`config.mk`:
```
export PLATFORM = sky130hd
export DESIGN_NAME = quadrature_encoder_decoder
export DESIGN_NICKNAME = d
export VERILOG_FILES = /design/src/design/qed_pkg.sv /design/src/design/qed_div.sv /design/src/design/quadrature_encoder_decoder.sv
export SDC_FILE = /design/constraint.sdc
export NUM_CORES = 2
export LEC_CHECK = 0
export ABC_AREA = 1
export BUFFER_PORTS_ARGS = -buffer_cell sky130_fd_sc_hd__buf_2
export CAP_MARGIN = 20
export CORE_ASPECT_RATIO = 2
export CORE_MARGIN = 2
export CORE_UTILIZATION = 35
export DETAILED_ROUTE_END_ITERATION = 10
export PLACE_DENSITY = 0.52
export SYNTH_ARGS = -nofsm -noshare
export SYNTH_HDL_FRONTEND = slang
export SYNTH_SLANG_ARGS = --single-unit
export TNS_END_PERCENT = 1
```
`constraint.sdc`:
```
create_clock -name clock -period 6.25 [get_ports clock]
set_input_delay 0.9375 -clock clock [delete_from_list [all_inputs] [get_ports clock]]
set_output_delay 0.9375 -clock clock [all_outputs]
set_load 0.01 [all_outputs]
```
`src/design/qed_pkg.sv`:
```
// Shared types, codes and constants of the quadrature encoder decoder.
package qed_pkg;

   localparam int COUNT_WIDTH_DEFAULT = 32;
   localparam int TIME_WIDTH_DEFAULT  = 32;

   localparam int POS_WIDTH      = 31;
   localparam int KIND_WIDTH     = 2;
   localparam int DIR_WIDTH      = 2;
   localparam int MODE_WIDTH     = 2;
   localparam int GAP_WIDTH      = 8;
   localparam int CPR_WIDTH      = 11;
   localparam int CSR_IDX_WIDTH  = 2;
   localparam int CSR_DATA_WIDTH = 11;
   localparam int PORT_TIME_WIDTH = 32;
   localparam int RPM_WIDTH      = 16;

   // Divider: 60000 over a product of a 16-bit time and an 11-bit count.
   localparam int DIVIDEND_WIDTH  = 16;
   localparam int PRODUCT_WIDTH   = DIVIDEND_WIDTH + CPR_WIDTH;
   localparam int DIV_CNT_WIDTH   = $clog2(DIVIDEND_WIDTH);
   localparam logic [DIVIDEND_WIDTH-1:0] RPM_NUMERATOR = 16'd60000;

   // Configuration register indexes.
   localparam logic [CSR_IDX_WIDTH-1:0] CSR_LATCH_MODE     = 2'd0;
   localparam logic [CSR_IDX_WIDTH-1:0] CSR_MIN_SAMPLE_GAP = 2'd1;
   localparam logic [CSR_IDX_WIDTH-1:0] CSR_COUNTS_PER_REV = 2'd2;

   localparam logic [MODE_WIDTH-1:0] LATCH_MODE_RESET  = 2'd0;
   localparam logic [GAP_WIDTH-1:0]  MIN_GAP_RESET     = 8'd3;
   localparam logic [CPR_WIDTH-1:0]  COUNTS_PER_REV_RESET = 11'd20;

   // Latch modes.
   localparam logic [MODE_WIDTH-1:0] LATCH_ON_3    = 2'd0;
   localparam logic [MODE_WIDTH-1:0] LATCH_ON_0    = 2'd1;
   localparam logic [MODE_WIDTH-1:0] LATCH_ON_BOTH = 2'd2;

   // Request kinds.
   localparam logic [KIND_WIDTH-1:0] KIND_SAMPLE = 2'd0;
   localparam logic [KIND_WIDTH-1:0] KIND_LOAD   = 2'd1;
   localparam logic [KIND_WIDTH-1:0] KIND_POLL   = 2'd2;

   // Direction codes.
   localparam logic [DIR_WIDTH-1:0] DIR_NONE = 2'd0;
   localparam logic [DIR_WIDTH-1:0] DIR_CW   = 2'd1;
   localparam logic [DIR_WIDTH-1:0] DIR_CCW  = 2'd2;

   // Pin states where a detent position may be published.
   localparam logic [1:0] PINS_LOW  = 2'd0;
   localparam logic [1:0] PINS_HIGH = 2'd3;

   typedef enum logic [1:0] {
      ST_IDLE,
      ST_MUL,
      ST_DIV,
      ST_OUT
   } fsm_state_type;

   // Step of the fine count for a transition {previous pins, new pins}.
   function automatic logic signed [1:0] step_delta(input logic [3:0] idx);
      logic signed [1:0] d;
      case (idx)
         4'd1, 4'd7, 4'd8, 4'd14: d = -2'sd1;
         4'd2, 4'd4, 4'd11, 4'd13: d = 2'sd1;
         default: d = 2'sd0;
      endcase
      return d;
   endfunction

endpackage

```
`src/design/qed_div.sv`:
```
// Restoring divider that works out 60000 / divisor, one quotient bit a cycle.
module qed_div (
   input  logic                                   clock,
   input  logic                                   reset,
   input  logic                                   start,
   input  logic [qed_pkg::PRODUCT_WIDTH-1:0]      divisor,
   output logic                                   done,
   output logic [qed_pkg::DIVIDEND_WIDTH-1:0]     quotient
);

   logic                                   busy_ff, busy_in;
   logic                                   done_ff, done_in;
   logic [qed_pkg::DIV_CNT_WIDTH-1:0]      cnt_ff, cnt_in;
   logic [qed_pkg::DIVIDEND_WIDTH-1:0]     rem_ff, rem_in;
   logic [qed_pkg::DIVIDEND_WIDTH-1:0]     quo_ff, quo_in;
   logic [qed_pkg::PRODUCT_WIDTH-1:0]      div_ff, div_in;
   logic [qed_pkg::DIVIDEND_WIDTH:0]       trial;
   logic [qed_pkg::PRODUCT_WIDTH-1:0]      diff;
   logic                                   fits;

   // The remainder never exceeds the dividend bits taken so far, so it fits 16 bits.
   assign trial = {rem_ff, quo_ff[qed_pkg::DIVIDEND_WIDTH-1]};
   assign fits  = qed_pkg::PRODUCT_WIDTH'(trial) >= div_ff;
   assign diff  = qed_pkg::PRODUCT_WIDTH'(trial) - div_ff;

   always_comb begin
      busy_in = busy_ff;
      done_in = 1'b0;
      cnt_in  = cnt_ff;
      rem_in  = rem_ff;
      quo_in  = quo_ff;
      div_in  = div_ff;
      if (start) begin
         busy_in = 1'b1;
         cnt_in  = '0;
         rem_in  = '0;
         quo_in  = qed_pkg::RPM_NUMERATOR;
         div_in  = divisor;
      end else if (busy_ff) begin
         rem_in = fits ? diff[qed_pkg::DIVIDEND_WIDTH-1:0]
                       : trial[qed_pkg::DIVIDEND_WIDTH-1:0];
         quo_in = {quo_ff[qed_pkg::DIVIDEND_WIDTH-2:0], fits};
         cnt_in = cnt_ff + 1'b1;
         if (cnt_ff == qed_pkg::DIV_CNT_WIDTH'(qed_pkg::DIVIDEND_WIDTH - 1)) begin
            busy_in = 1'b0;
            done_in = 1'b1;
         end
      end
   end

   always_ff @(posedge clock) begin
      if (reset) begin
         busy_ff <= 1'b0;
         done_ff <= 1'b0;
         cnt_ff  <= '0;
      end else begin
         busy_ff <= busy_in;
         done_ff <= done_in;
         cnt_ff  <= cnt_in;
      end
      rem_ff <= rem_in;
      quo_ff <= quo_in;
      div_ff <= div_in;
   end

   assign done     = done_ff;
   assign quotient = quo_ff;

endmodule

```
`src/design/quadrature_encoder_decoder.sv`:
```
// Top level of the quadrature encoder decoder: pin decoding, position state and rpm sequencer.
//
//   channel | direction | handshake          | payload
//   req     | in        | req_valid/req_stall | kind, pin_a, pin_b, now_ms, new_position
//   rsp     | out       | rsp_valid/rsp_stall | position, direction, interval_ms, rpm
//   csr     | in        | csr_we             | csr_index, csr_wdata
//
// Non-poll requests go from acceptance to ST_OUT, which loads the result register once it is free.
// A poll goes through ST_MUL for the product, ST_DIV for the 16 divider steps, which ends by
// taking the quotient, and then ST_OUT to load the result; ST_DIV is skipped if rpm saturates or is zero.
// One request is worked on at a time; req_stall is high from acceptance until the result is
// written into the output register, which may still hold an earlier result waiting on rsp_stall.
// Reset is synchronous and returns the position state and the latch and sample times to zero and the
// registers to their reset values; req_stall is held high while reset is asserted.
module quadrature_encoder_decoder #(
   parameter int COUNT_WIDTH = qed_pkg::COUNT_WIDTH_DEFAULT,
   parameter int TIME_WIDTH  = qed_pkg::TIME_WIDTH_DEFAULT
) (
   input  logic                                     clock,
   input  logic                                     reset,
   input  logic                                     req_valid,
   output logic                                     req_stall,
   input  logic [qed_pkg::KIND_WIDTH-1:0]           req_kind,
   input  logic                                     req_pin_a,
   input  logic                                     req_pin_b,
   input  logic [qed_pkg::PORT_TIME_WIDTH-1:0]      req_now_ms,
   input  logic signed [qed_pkg::POS_WIDTH-1:0]     req_new_position,
   output logic                                     rsp_valid,
   input  logic                                     rsp_stall,
   output logic signed [qed_pkg::POS_WIDTH-1:0]     rsp_position,
   output logic [qed_pkg::DIR_WIDTH-1:0]            rsp_direction,
   output logic [qed_pkg::PORT_TIME_WIDTH-1:0]      rsp_interval_ms,
   output logic [qed_pkg::RPM_WIDTH-1:0]            rsp_rpm,
   input  logic                                     csr_we,
   input  logic [qed_pkg::CSR_IDX_WIDTH-1:0]        csr_index,
   input  logic [qed_pkg::CSR_DATA_WIDTH-1:0]       csr_wdata
);

   localparam int EXT_WIDTH = (COUNT_WIDTH > qed_pkg::POS_WIDTH + 2) ?
                              COUNT_WIDTH : qed_pkg::POS_WIDTH + 2;

   qed_pkg::fsm_state_type state_ff, state_in;

   logic [qed_pkg::MODE_WIDTH-1:0]  latch_mode_ff, latch_mode_in;
   logic [qed_pkg::GAP_WIDTH-1:0]   min_gap_ff, min_gap_in;
   logic [qed_pkg::CPR_WIDTH-1:0]   cpr_ff, cpr_in;

   logic [COUNT_WIDTH-1:0]                 fine_ff, fine_in;
   logic [1:0]                             last_pins_ff, last_pins_in;
   logic signed [qed_pkg::POS_WIDTH-1:0]   detent_ff, detent_in;
   logic signed [qed_pkg::POS_WIDTH-1:0]   polled_ff, polled_in;
   logic [TIME_WIDTH-1:0]                  latch_time_ff, latch_time_in;
   logic [TIME_WIDTH-1:0]                  prev_latch_ff, prev_latch_in;
   logic [TIME_WIDTH-1:0]                  last_sample_ff, last_sample_in;

   logic [TIME_WIDTH-1:0]                  t_ff, t_in;
   logic [qed_pkg::DIR_WIDTH-1:0]          dir_ff, dir_in;
   logic [qed_pkg::RPM_WIDTH-1:0]          rpm_ff, rpm_in;

   logic                                   rsp_valid_ff, rsp_valid_in;
   logic signed [qed_pkg::POS_WIDTH-1:0]   rsp_position_ff, rsp_position_in;
   logic [qed_pkg::DIR_WIDTH-1:0]          rsp_direction_ff, rsp_direction_in;
   logic [qed_pkg::PORT_TIME_WIDTH-1:0]    rsp_interval_ff, rsp_interval_in;
   logic [qed_pkg::RPM_WIDTH-1:0]          rsp_rpm_ff, rsp_rpm_in;

   logic                                   accept;
   logic                                   out_load;
   logic                                   div_start;
   logic                                   div_done;
   logic [qed_pkg::DIVIDEND_WIDTH-1:0]     div_quotient;
   logic [qed_pkg::PRODUCT_WIDTH-1:0]      div_divisor;
   logic                                   rpm_saturate;
   logic                                   rpm_zero;

   logic [TIME_WIDTH-1:0]                  now_t;
   logic [TIME_WIDTH-1:0]                  gap;
   logic [TIME_WIDTH-1:0]                  t_latch;
   logic [TIME_WIDTH-1:0]                  t_since;
   logic [1:0]                             pins;
   logic [COUNT_WIDTH-1:0]                 fine_stepped;
   logic signed [EXT_WIDTH-1:0]            fine_ext;
   logic signed [EXT_WIDTH-1:0]            load_ext;
   logic signed [EXT_WIDTH-1:0]            load_x4;
   logic signed [EXT_WIDTH-1:0]            load_x2;
   logic                                   publish;
   logic                                   half_step;

   // ---------------- datapath helpers ----------------
   assign now_t   = TIME_WIDTH'(req_now_ms);
   assign gap     = now_t - last_sample_ff;
   assign t_latch = latch_time_ff - prev_latch_ff;
   assign t_since = now_t - latch_time_ff;
   assign pins    = {req_pin_b, req_pin_a};

   assign fine_stepped = fine_ff +
      COUNT_WIDTH'(qed_pkg::step_delta({last_pins_ff, pins}));
   assign fine_ext = EXT_WIDTH'($signed(fine_stepped));
   assign load_ext = EXT_WIDTH'(req_new_position);
   assign load_x4  = load_ext <<< 2;
   assign load_x2  = load_ext <<< 1;

   always_comb begin
      publish   = 1'b0;
      half_step = 1'b0;
      case (latch_mode_ff)
         qed_pkg::LATCH_ON_3: publish = (pins == qed_pkg::PINS_HIGH);
         qed_pkg::LATCH_ON_0: publish = (pins == qed_pkg::PINS_LOW);
         qed_pkg::LATCH_ON_BOTH: begin
            publish   = (pins == qed_pkg::PINS_LOW) || (pins == qed_pkg::PINS_HIGH);
            half_step = 1'b1;
         end
         default: publish = 1'b0;
      endcase
   end

   // ---------------- position and time state ----------------
   always_comb begin
      fine_in        = fine_ff;
      last_pins_in   = last_pins_ff;
      detent_in      = detent_ff;
      polled_in      = polled_ff;
      latch_time_in  = latch_time_ff;
      prev_latch_in  = prev_latch_ff;
      last_sample_in = last_sample_ff;
      t_in           = t_ff;
      dir_in         = dir_ff;
      if (accept) begin
         dir_in = qed_pkg::DIR_NONE;
         case (req_kind)
            qed_pkg::KIND_SAMPLE: begin
               if (gap >= TIME_WIDTH'(min_gap_ff)) begin
                  last_sample_in = now_t;
                  if (pins != last_pins_ff) begin
                     fine_in      = fine_stepped;
                     last_pins_in = pins;
                     if (publish) begin
                        detent_in     = half_step ? qed_pkg::POS_WIDTH'(fine_ext >>> 1)
                                                  : qed_pkg::POS_WIDTH'(fine_ext >>> 2);
                        prev_latch_in = latch_time_ff;
                        latch_time_in = now_t;
                     end
                  end
               end
            end
            qed_pkg::KIND_LOAD: begin
               if ((latch_mode_ff == qed_pkg::LATCH_ON_3) ||
                   (latch_mode_ff == qed_pkg::LATCH_ON_0)) begin
                  fine_in   = {load_x4[COUNT_WIDTH-1:2], fine_ff[1:0]};
                  detent_in = req_new_position;
                  polled_in = req_new_position;
               end else if (latch_mode_ff == qed_pkg::LATCH_ON_BOTH) begin
                  fine_in   = {load_x2[COUNT_WIDTH-1:1], fine_ff[0]};
                  detent_in = req_new_position;
                  polled_in = req_new_position;
               end
            end
            qed_pkg::KIND_POLL: begin
               polled_in = detent_ff;
               if (polled_ff > detent_ff) begin
                  dir_in = qed_pkg::DIR_CCW;
               end else if (polled_ff < detent_ff) begin
                  dir_in = qed_pkg::DIR_CW;
               end
               t_in = (t_latch > t_since) ? t_latch : t_since;
            end
            default: begin
            end
         endcase
      end
   end

   // ---------------- configuration ----------------
   always_comb begin
      latch_mode_in = latch_mode_ff;
      min_gap_in    = min_gap_ff;
      cpr_in        = cpr_ff;
      if (csr_we) begin
         case (csr_index)
            qed_pkg::CSR_LATCH_MODE:     latch_mode_in = qed_pkg::MODE_WIDTH'(csr_wdata);
            qed_pkg::CSR_MIN_SAMPLE_GAP: min_gap_in    = qed_pkg::GAP_WIDTH'(csr_wdata);
            qed_pkg::CSR_COUNTS_PER_REV: cpr_in        = csr_wdata;
            default: begin
            end
         endcase
      end
   end

   // ---------------- rpm sequencer ----------------
   assign rpm_saturate = (t_ff == '0) || (cpr_ff == '0);
   assign rpm_zero     = t_ff > TIME_WIDTH'(qed_pkg::RPM_NUMERATOR);
   assign div_divisor  = qed_pkg::PRODUCT_WIDTH'(t_ff[qed_pkg::DIVIDEND_WIDTH-1:0]) *
                         qed_pkg::PRODUCT_WIDTH'(cpr_ff);

   always_comb begin
      state_in = state_ff;
      case (state_ff)
         qed_pkg::ST_IDLE: begin
            if (accept) begin
               state_in = (req_kind == qed_pkg::KIND_POLL) ? qed_pkg::ST_MUL
                                                           : qed_pkg::ST_OUT;
            end
         end
         qed_pkg::ST_MUL: begin
            state_in = (rpm_saturate || rpm_zero) ? qed_pkg::ST_OUT : qed_pkg::ST_DIV;
         end
         qed_pkg::ST_DIV: begin
            if (div_done) begin
               state_in = qed_pkg::ST_OUT;
            end
         end
         qed_pkg::ST_OUT: begin
            if (out_load) begin
               state_in = qed_pkg::ST_IDLE;
            end
         end
         default: state_in = qed_pkg::ST_IDLE;
      endcase
   end

   always_comb begin
      req_stall = reset || (state_ff != qed_pkg::ST_IDLE);
      accept    = req_valid && !req_stall;
      div_start = (state_ff == qed_pkg::ST_MUL) && !rpm_saturate && !rpm_zero;
      out_load  = (state_ff == qed_pkg::ST_OUT) && (!rsp_valid_ff || !rsp_stall);
   end

   always_comb begin
      rpm_in = rpm_ff;
      if (accept) begin
         rpm_in = '0;
      end else if (state_ff == qed_pkg::ST_MUL) begin
         if (rpm_saturate) begin
            rpm_in = qed_pkg::RPM_NUMERATOR;
         end else if (rpm_zero) begin
            rpm_in = '0;
         end
      end else if ((state_ff == qed_pkg::ST_DIV) && div_done) begin
         rpm_in = div_quotient;
      end
   end

   qed_div u_div (
      .clock    (clock),
      .reset    (reset),
      .start    (div_start),
      .divisor  (div_divisor),
      .done     (div_done),
      .quotient (div_quotient)
   );

   // ---------------- result register ----------------
   always_comb begin
      rsp_valid_in     = rsp_valid_ff && rsp_stall;
      rsp_position_in  = rsp_position_ff;
      rsp_direction_in = rsp_direction_ff;
      rsp_interval_in  = rsp_interval_ff;
      rsp_rpm_in       = rsp_rpm_ff;
      if (out_load) begin
         rsp_valid_in     = 1'b1;
         rsp_position_in  = detent_ff;
         rsp_direction_in = dir_ff;
         rsp_interval_in  = qed_pkg::PORT_TIME_WIDTH'(t_latch);
         rsp_rpm_in       = rpm_ff;
      end
   end

   always_ff @(posedge clock) begin
      if (reset) begin
         state_ff       <= qed_pkg::ST_IDLE;
         latch_mode_ff  <= qed_pkg::LATCH_MODE_RESET;
         min_gap_ff     <= qed_pkg::MIN_GAP_RESET;
         cpr_ff         <= qed_pkg::COUNTS_PER_REV_RESET;
         fine_ff        <= '0;
         last_pins_ff   <= '0;
         detent_ff      <= '0;
         polled_ff      <= '0;
         latch_time_ff  <= '0;
         prev_latch_ff  <= '0;
         last_sample_ff <= '0;
         rsp_valid_ff   <= 1'b0;
      end else begin
         state_ff       <= state_in;
         latch_mode_ff  <= latch_mode_in;
         min_gap_ff     <= min_gap_in;
         cpr_ff         <= cpr_in;
         fine_ff        <= fine_in;
         last_pins_ff   <= last_pins_in;
         detent_ff      <= detent_in;
         polled_ff      <= polled_in;
         latch_time_ff  <= latch_time_in;
         prev_latch_ff  <= prev_latch_in;
         last_sample_ff <= last_sample_in;
         rsp_valid_ff   <= rsp_valid_in;
      end
      t_ff             <= t_in;
      dir_ff           <= dir_in;
      rpm_ff           <= rpm_in;
      rsp_position_ff  <= rsp_position_in;
      rsp_direction_ff <= rsp_direction_in;
      rsp_interval_ff  <= rsp_interval_in;
      rsp_rpm_ff       <= rsp_rpm_in;
   end

   assign rsp_valid       = rsp_valid_ff;
   assign rsp_position    = rsp_position_ff;
   assign rsp_direction   = rsp_direction_ff;
   assign rsp_interval_ms = rsp_interval_ff;
   assign rsp_rpm         = rsp_rpm_ff;

endmodule

```
== Word-level counts from Yosys, hierarchy flattened ==
Memories as Yosys holds them, arrays and structs flattened.
Cells that the tools add are included.

* Flip-flop bits (word level): 412
* Memory bits (read-only): 32
* Bits of input ports: 85
* Memories: 1

* Add/subtract/negate cells: 6
* Multipliers: 1
* $lt $le $gt $ge: 6
* Equality and inequality tests: 22
* Multiplexer cells: 34
* Bitwise logic cells: 3
* Reduce and logical (&&, ||, !) cells: 45

{| class="wikitable"
|+ Memories
! memory !! words !! bits a word !! rd ports !! clocked after Yosys merged registers in !! write ports !! RTL line !! source
|-
| (name not given) || 16 || 2 || 1 || 0 || 0 || qed_pkg.sv:62 || <nowiki>case (idx)</nowiki>
|}

{| class="wikitable"
|+ Operators with widths
! operator !! count
|-
| two-way mux 32 bit || 5
|-
| two-way mux 31 bit || 5
|-
| one-hot mux 31 bit (2 select lines) || 2
|-
| subtractor 32 bit || 3
|-
| two-way mux 16 bit || 5
|-
| one-hot mux 32 bit (2 select lines) || 1
|-
| adder 32 bit || 1
|-
| >= comparator 32 x 8 -> 1 bit || 1
|-
| greater-than comparator 32 x 16 -> 1 bit, second input constant || 1
|-
| greater-than comparator 32 bit || 1
|-
| zero test 32 bit || 1
|-
| greater-than comparator 31 bit || 1
|-
| less-than comparator 31 bit || 1
|-
| two-way mux 30 bit || 1
|-
| >= comparator 17 x 27 -> 1 bit || 1
|-
| multiplier 16 x 11 -> 27 bit || 1
|-
| subtractor 16 bit || 1
|-
| AND reduction 5 bit || 3
|-
| != test 2 bit, second input constant || 7
|-
| == test 2 bit, second input constant || 6
|-
| AND reduction 6 bit || 2
|-
| zero test 11 bit || 1
|-
| zero test 2 bit || 5
|-
| two-way mux 2 bit || 5
|-
| other kinds (19) || 56
|}

== Longest topological paths before layout ==
* Word-level depth: 7
* Depth in mapped cells: 32

== By module ==
From an unflattened synthesis, not the netlist that was laid out.

* Cell total of the unflattened synthesis: 4812
* Area total of the unflattened synthesis: 33586.0 µm²

{| class="wikitable"
|+ By module, submodules not included
! module !! times used !! cells an instance !! area each (µm²)
|-
| quadrature_encoder_decoder || 1 || 4335 || 29972.5
|-
| qed_div || 1 || 477 || 3613.5
|}

== Worst setup path before layout ==
OpenSTA, ideal clock, no wires.

* Path type: reg-to-reg
* Start: reg cpr_ff[10] (netlist name)
* End: reg u_div.div_ff[25] (netlist name), data pin
* Library setup time: 0.258 ns
* Arrival: 5.344 ns
* Data required time: 5.992 ns
* Path slack: 0.649 ns
* Cell stages (with the launch flop): 23
* Buffers on the path: 2
* Clock period less this slack: 5.601 ns
* Path through: dfxtp_1 -> clkbuf_1 -> clkbuf_1 -> nand2_1 -> fa_1 -> fa_1 -> inv_1 -> fa_1 -> fa_1 -> inv_1 -> fa_1 -> inv_1 -> ha_1 -> a21oi_1 -> nor2_1 -> o21ai_0 -> o211ai_1 -> a31oi_1 -> o21ai_0 -> a21boi_0 -> inv_1 -> a21oi_1 -> xnor2_1

* Longest elaborated chain between the ends: 1

{| class="wikitable"
|+ Ends and longest elaborated chain
! what !! RTL line !! source
|-
| start: declaration || quadrature_encoder_decoder.sv:46 || <nowiki>logic [qed_pkg::CPR_WIDTH-1:0] cpr_ff, cpr_in;</nowiki>
|-
| start signal: assignment || quadrature_encoder_decoder.sv:272 || <nowiki>cpr_ff <= qed_pkg::COUNTS_PER_REV_RESET;</nowiki>
|-
| start signal: assignment || quadrature_encoder_decoder.sv:285 || <nowiki>cpr_ff <= cpr_in;</nowiki>
|-
| multiplier 16 x 11 -> 27 bit || quadrature_encoder_decoder.sv:191 || <nowiki>assign div_divisor = qed_pkg::PRODUCT_WIDTH'(t_ff[qed_pkg::DIVIDEND_WIDTH-1:0]) *</nowiki>
|-
| net div_divisor, one bit || quadrature_encoder_decoder.sv:71 || <nowiki>logic [qed_pkg::PRODUCT_WIDTH-1:0] div_divisor;</nowiki>
|-
| end signal: assignment || qed_div.sv:63 || <nowiki>div_ff <= div_in;</nowiki>
|-
| end: declaration || qed_div.sv:16 || <nowiki>logic [qed_pkg::PRODUCT_WIDTH-1:0] div_ff, div_in;</nowiki>
|}

The timed path passes the listed nets, and every way through them passes these cells.
A chain may end at the register's enable or synchronous reset.

== Worst setup path after layout ==
* Start: reg cpr_ff[3] (netlist name)
* End: reg u_div.div_ff[24] (netlist name), data pin

Same word-level chain as after synthesis.

==> results_dict.tcl <==
set metrics [dict create \
    drive_gt1_frac 0.0728 \
    synth-xor-area-share 0.0300 \
    synth-seq-area-share 0.293 \
    min_path_type "flop to flop" \
    synth-compound-area-share 0.131 \
    muxShareOfSynthArea 0.000303 \
    grt_max_degree 92 \
    portBuffers 167 \
    ys_ff_latch 412 \
    num-fill-cells 9990 \
    cts_max_level 2 \
    ys.warnings.count 0 \
    dieArea_mm2 0.0970 \
    root_buffer "clkbuf_16" \
    leakagePower_nw 18.6 \
    pwr_density_cell_mw_per_mm2 269 \
    syn_avg_cell_area_um2 7.07 \
    holdPathStages 0 \
    area_growth_pct 11.5 \
    timing.fmax_ghz 0.170 \
    synth_edf_count 142 \
    grt_usage 0.222 \
    synth_cell_types 55 \
    placed_area_mm2 0.0353 \
    std_cell_rows 159 \
    critPathMaxFanout 11 \
    start_util 0.353 \
    finalHoldViolCount 0 \
    drv_slew 0 \
    grt_pass1_vias 31200 \
    setup_viol 0 \
    vias 30200 \
    nets 5304 \
    tns_ns 0 \
    async_flop_share 0 \
    gp_congestion 0.987 \
    place_hpwl_mm 87.9 \
    min_period_ns 5.89 \
    core_mm2 0.0937 \
    post_drt_wl_per_cell_um 17.9 \
    first_pass_iters 6 \
    cts.sinks 412 \
    numCtsBuffers 44 \
    fin_area_mm2 0.0368 \
    clk_latency_ns 0.61 \
    mostFrequentLayoutCell "nand2_1" \
    final_antenna_net_count 0 \
    final_cell_mix "1144 x nand2_1, 787 x inv_1, 502 x nor2_1" \
    grt_pass1_wl_mm 168 \
    drt-total-wl_mm 108 \
    hold_buffers 0 \
    rsz0062_at_grt "no" \
    max_slew_margin 0.256 \
    r2r_setup_slack_ns 0.36 \
    synth_adder_area_share 0.187 \
    status "complete, no violations" \
    hold_end "rsp_direction[0]" \
    critPathLaunchType "flop" \
    finalClockSkew_ns 0.0174 \
    synthCells 4671 \
    cts_max_path_buffers 3 \
    r2r_cells 22 \
    crit_arrival_ns 6.25 \
    path_clk_slew_ns 0.06 \
    io_pins 168 \
    required_ns 6.61 \
    synth_flop_cell "dfxtp_1" \
    max_cap_violations 0 \
    die-width_um 221 \
    cp-end-kind "flop" \
    netlist_area_mm2 0.0330 \
    finalCritPeriodShare 0.943 \
    gr-total-overflow 0 \
    criticalPathCategory "flop to flop" \
    cts_tree "done" \
    die_h_um 438 \
    via_per_inst 4.99 \
    worstReg2RegEnd "u_div.div_ff[24]" \
    tightest_slew_ns 1.11 \
    vdd_drop_max_mv 0.274 \
    r2r-start "cpr_ff[3]" \
    drtIter0Drc 1437 \
    drc 0 \
    synth_top_family_by_area "simple AND/OR/NAND/NOR gates" \
    antenna_found_initial 10 \
    synth-simple-area-share 0.247 \
    hp-start "dir_ff[0]" \
    synthesis.nets 5172 \
]
==> area by class of cell <==
| cell class | instances | area [um2] | area share |
|---|---|---|---|
| Multi-Input combinational cell | 3299 | 19700 | 0.535 |
| Inverter | 802 | 3020 | 0.0819 |
| Clock inverter | 23 | 238 | 0.00645 |
| Timing Repair Buffer | 244 | 1460 | 0.0397 |
| Tap cell | 1207 | 1510 | 0.0410 |
| Antenna cell | 1 | 2.50 | 0.0000679 |
| Clock buffer | 58 | 1230 | 0.0333 |
| Sequential cell | 412 | 9670 | 0.263 |
==> report_power, final <==
part / switching, mW / internal (mW) / leakage, nW
combinational: 2.54 / 1.35 / 14.4
sequential: 0.122 / 3.13 / 3.50
clock: 1.21 / 1.56 / 0.720
total: 3.87 / 6.04 / 18.6
==> critical path: stages (launching register included) <==
cell and delay [ns]:
dfxtp_1 0.62, nand2_1 0.15, fa_1 0.51, fa_1 0.53, inv_1 0.04, ha_1 0.30
fa_1 0.54, inv_1 0.06, fa_1 0.54, inv_1 0.04, ha_1 0.34, nand2_1 0.06
inv_1 0.05, a21oi_1 0.10, o21ai_0 0.28, a21boi_0 0.15, buf_4 0.17, o21ai_0 0.38
a21oi_1 0.21, o21ai_1 0.28, nand3_1 0.14, nand3_1 0.09, nand2_1 0.05
==> metal layers <==
metal,vias to the layer above,track usage,wire length [um]
met4,10,0.146,8060
met2,629,0.445,59000
li1,15200,-,-
met1,14000,0.208,38000
met3,307,0.0245,3250
met5,-,0,62
==> worst max-delay path by stage <==
stage / end / startpoint / cells past startpoint / slack [ns]
6_report: u_div.div_ff[24] / cpr_ff[3] / 22 / 0.36
5_1_grt: u_div.div_ff[25] / t_ff[2] / 20 / 0.004
4_1_cts: u_div.div_ff[24] / t_ff[4] / 22 / 0.18
3_5_place_dp: u_div.div_ff[24] / t_ff[4] / 22 / 0.18
3_3_place_gp: u_div.div_ff[24] / t_ff[4] / 22 / 0.26
2_1_floorplan: u_div.div_ff[25] / cpr_ff[10] / 22 / 0.65
==> cell usage after synthesis, types with 19 or more instances <==
cell type  number  area, um2
xor2_1         71        622
a31oi_1        19        119
o21ai_0       257       1290
xnor2_1        42        368
o211ai_1       27        203
a211oi_1       71        533
nand2_1      1145       4300
clkbuf_1      113        424
dfxtp_1       270       5410
ha_1          286       3580
nor3_1         36        180
fa_1          130       2600
nor2_1        506       1900
nand4_1        69        432
nand3_1       172        861
inv_1         790       2970
edfxtp_1      142       4260
buf_2          24        120
a21oi_1       315       1580
==> cell families after synthesis <==
group | after synthesis
AOI/OAI and AO/OA | 774
xor gates and xnor gates | 113
adders and majority gates | 416
buffers and inverters | 960
DFF | 412
muxes | 1
and+or+nand+nor | 1995
==> registers in the layout (all words and copies together) (netlist names), 32 cells and up <==
register,cells
t_ff,32
latch_time_ff,32
last_sample_ff,32
prev_latch_ff,32
fine_ff,32
rsp_interval_ms,32
==> stage by stage <==
step / cells / power [mW] / util / worst slack, ns / hold WS (ns)
2_1_floorplan: 4671 / 5.95 / - / 0.649 / 0.400
3_3_place_gp: 5958 / 7.16 / 0.377 / 0.260 / 0.405
3_5_place_dp: 5958 / 7.20 / 0.377 / 0.176 / 0.409
4_1_cts: 6039 / 10.0 / 0.393 / 0.185 / 0.423
5_1_grt: 6045 / 10.6 / 0.393 / 0.00419 / 0.437
6_report: 6046 / 9.91 / 0.393 / 0.359 / 0.422
==> what timing repair did <==
action	CTS	global route
gates resized for setup	0	2
endpoints found under the setup margin	0	4
buffers inserted	0	6
endpoints found under the hold margin	0	0
Power figures use the tool's default switching activity.
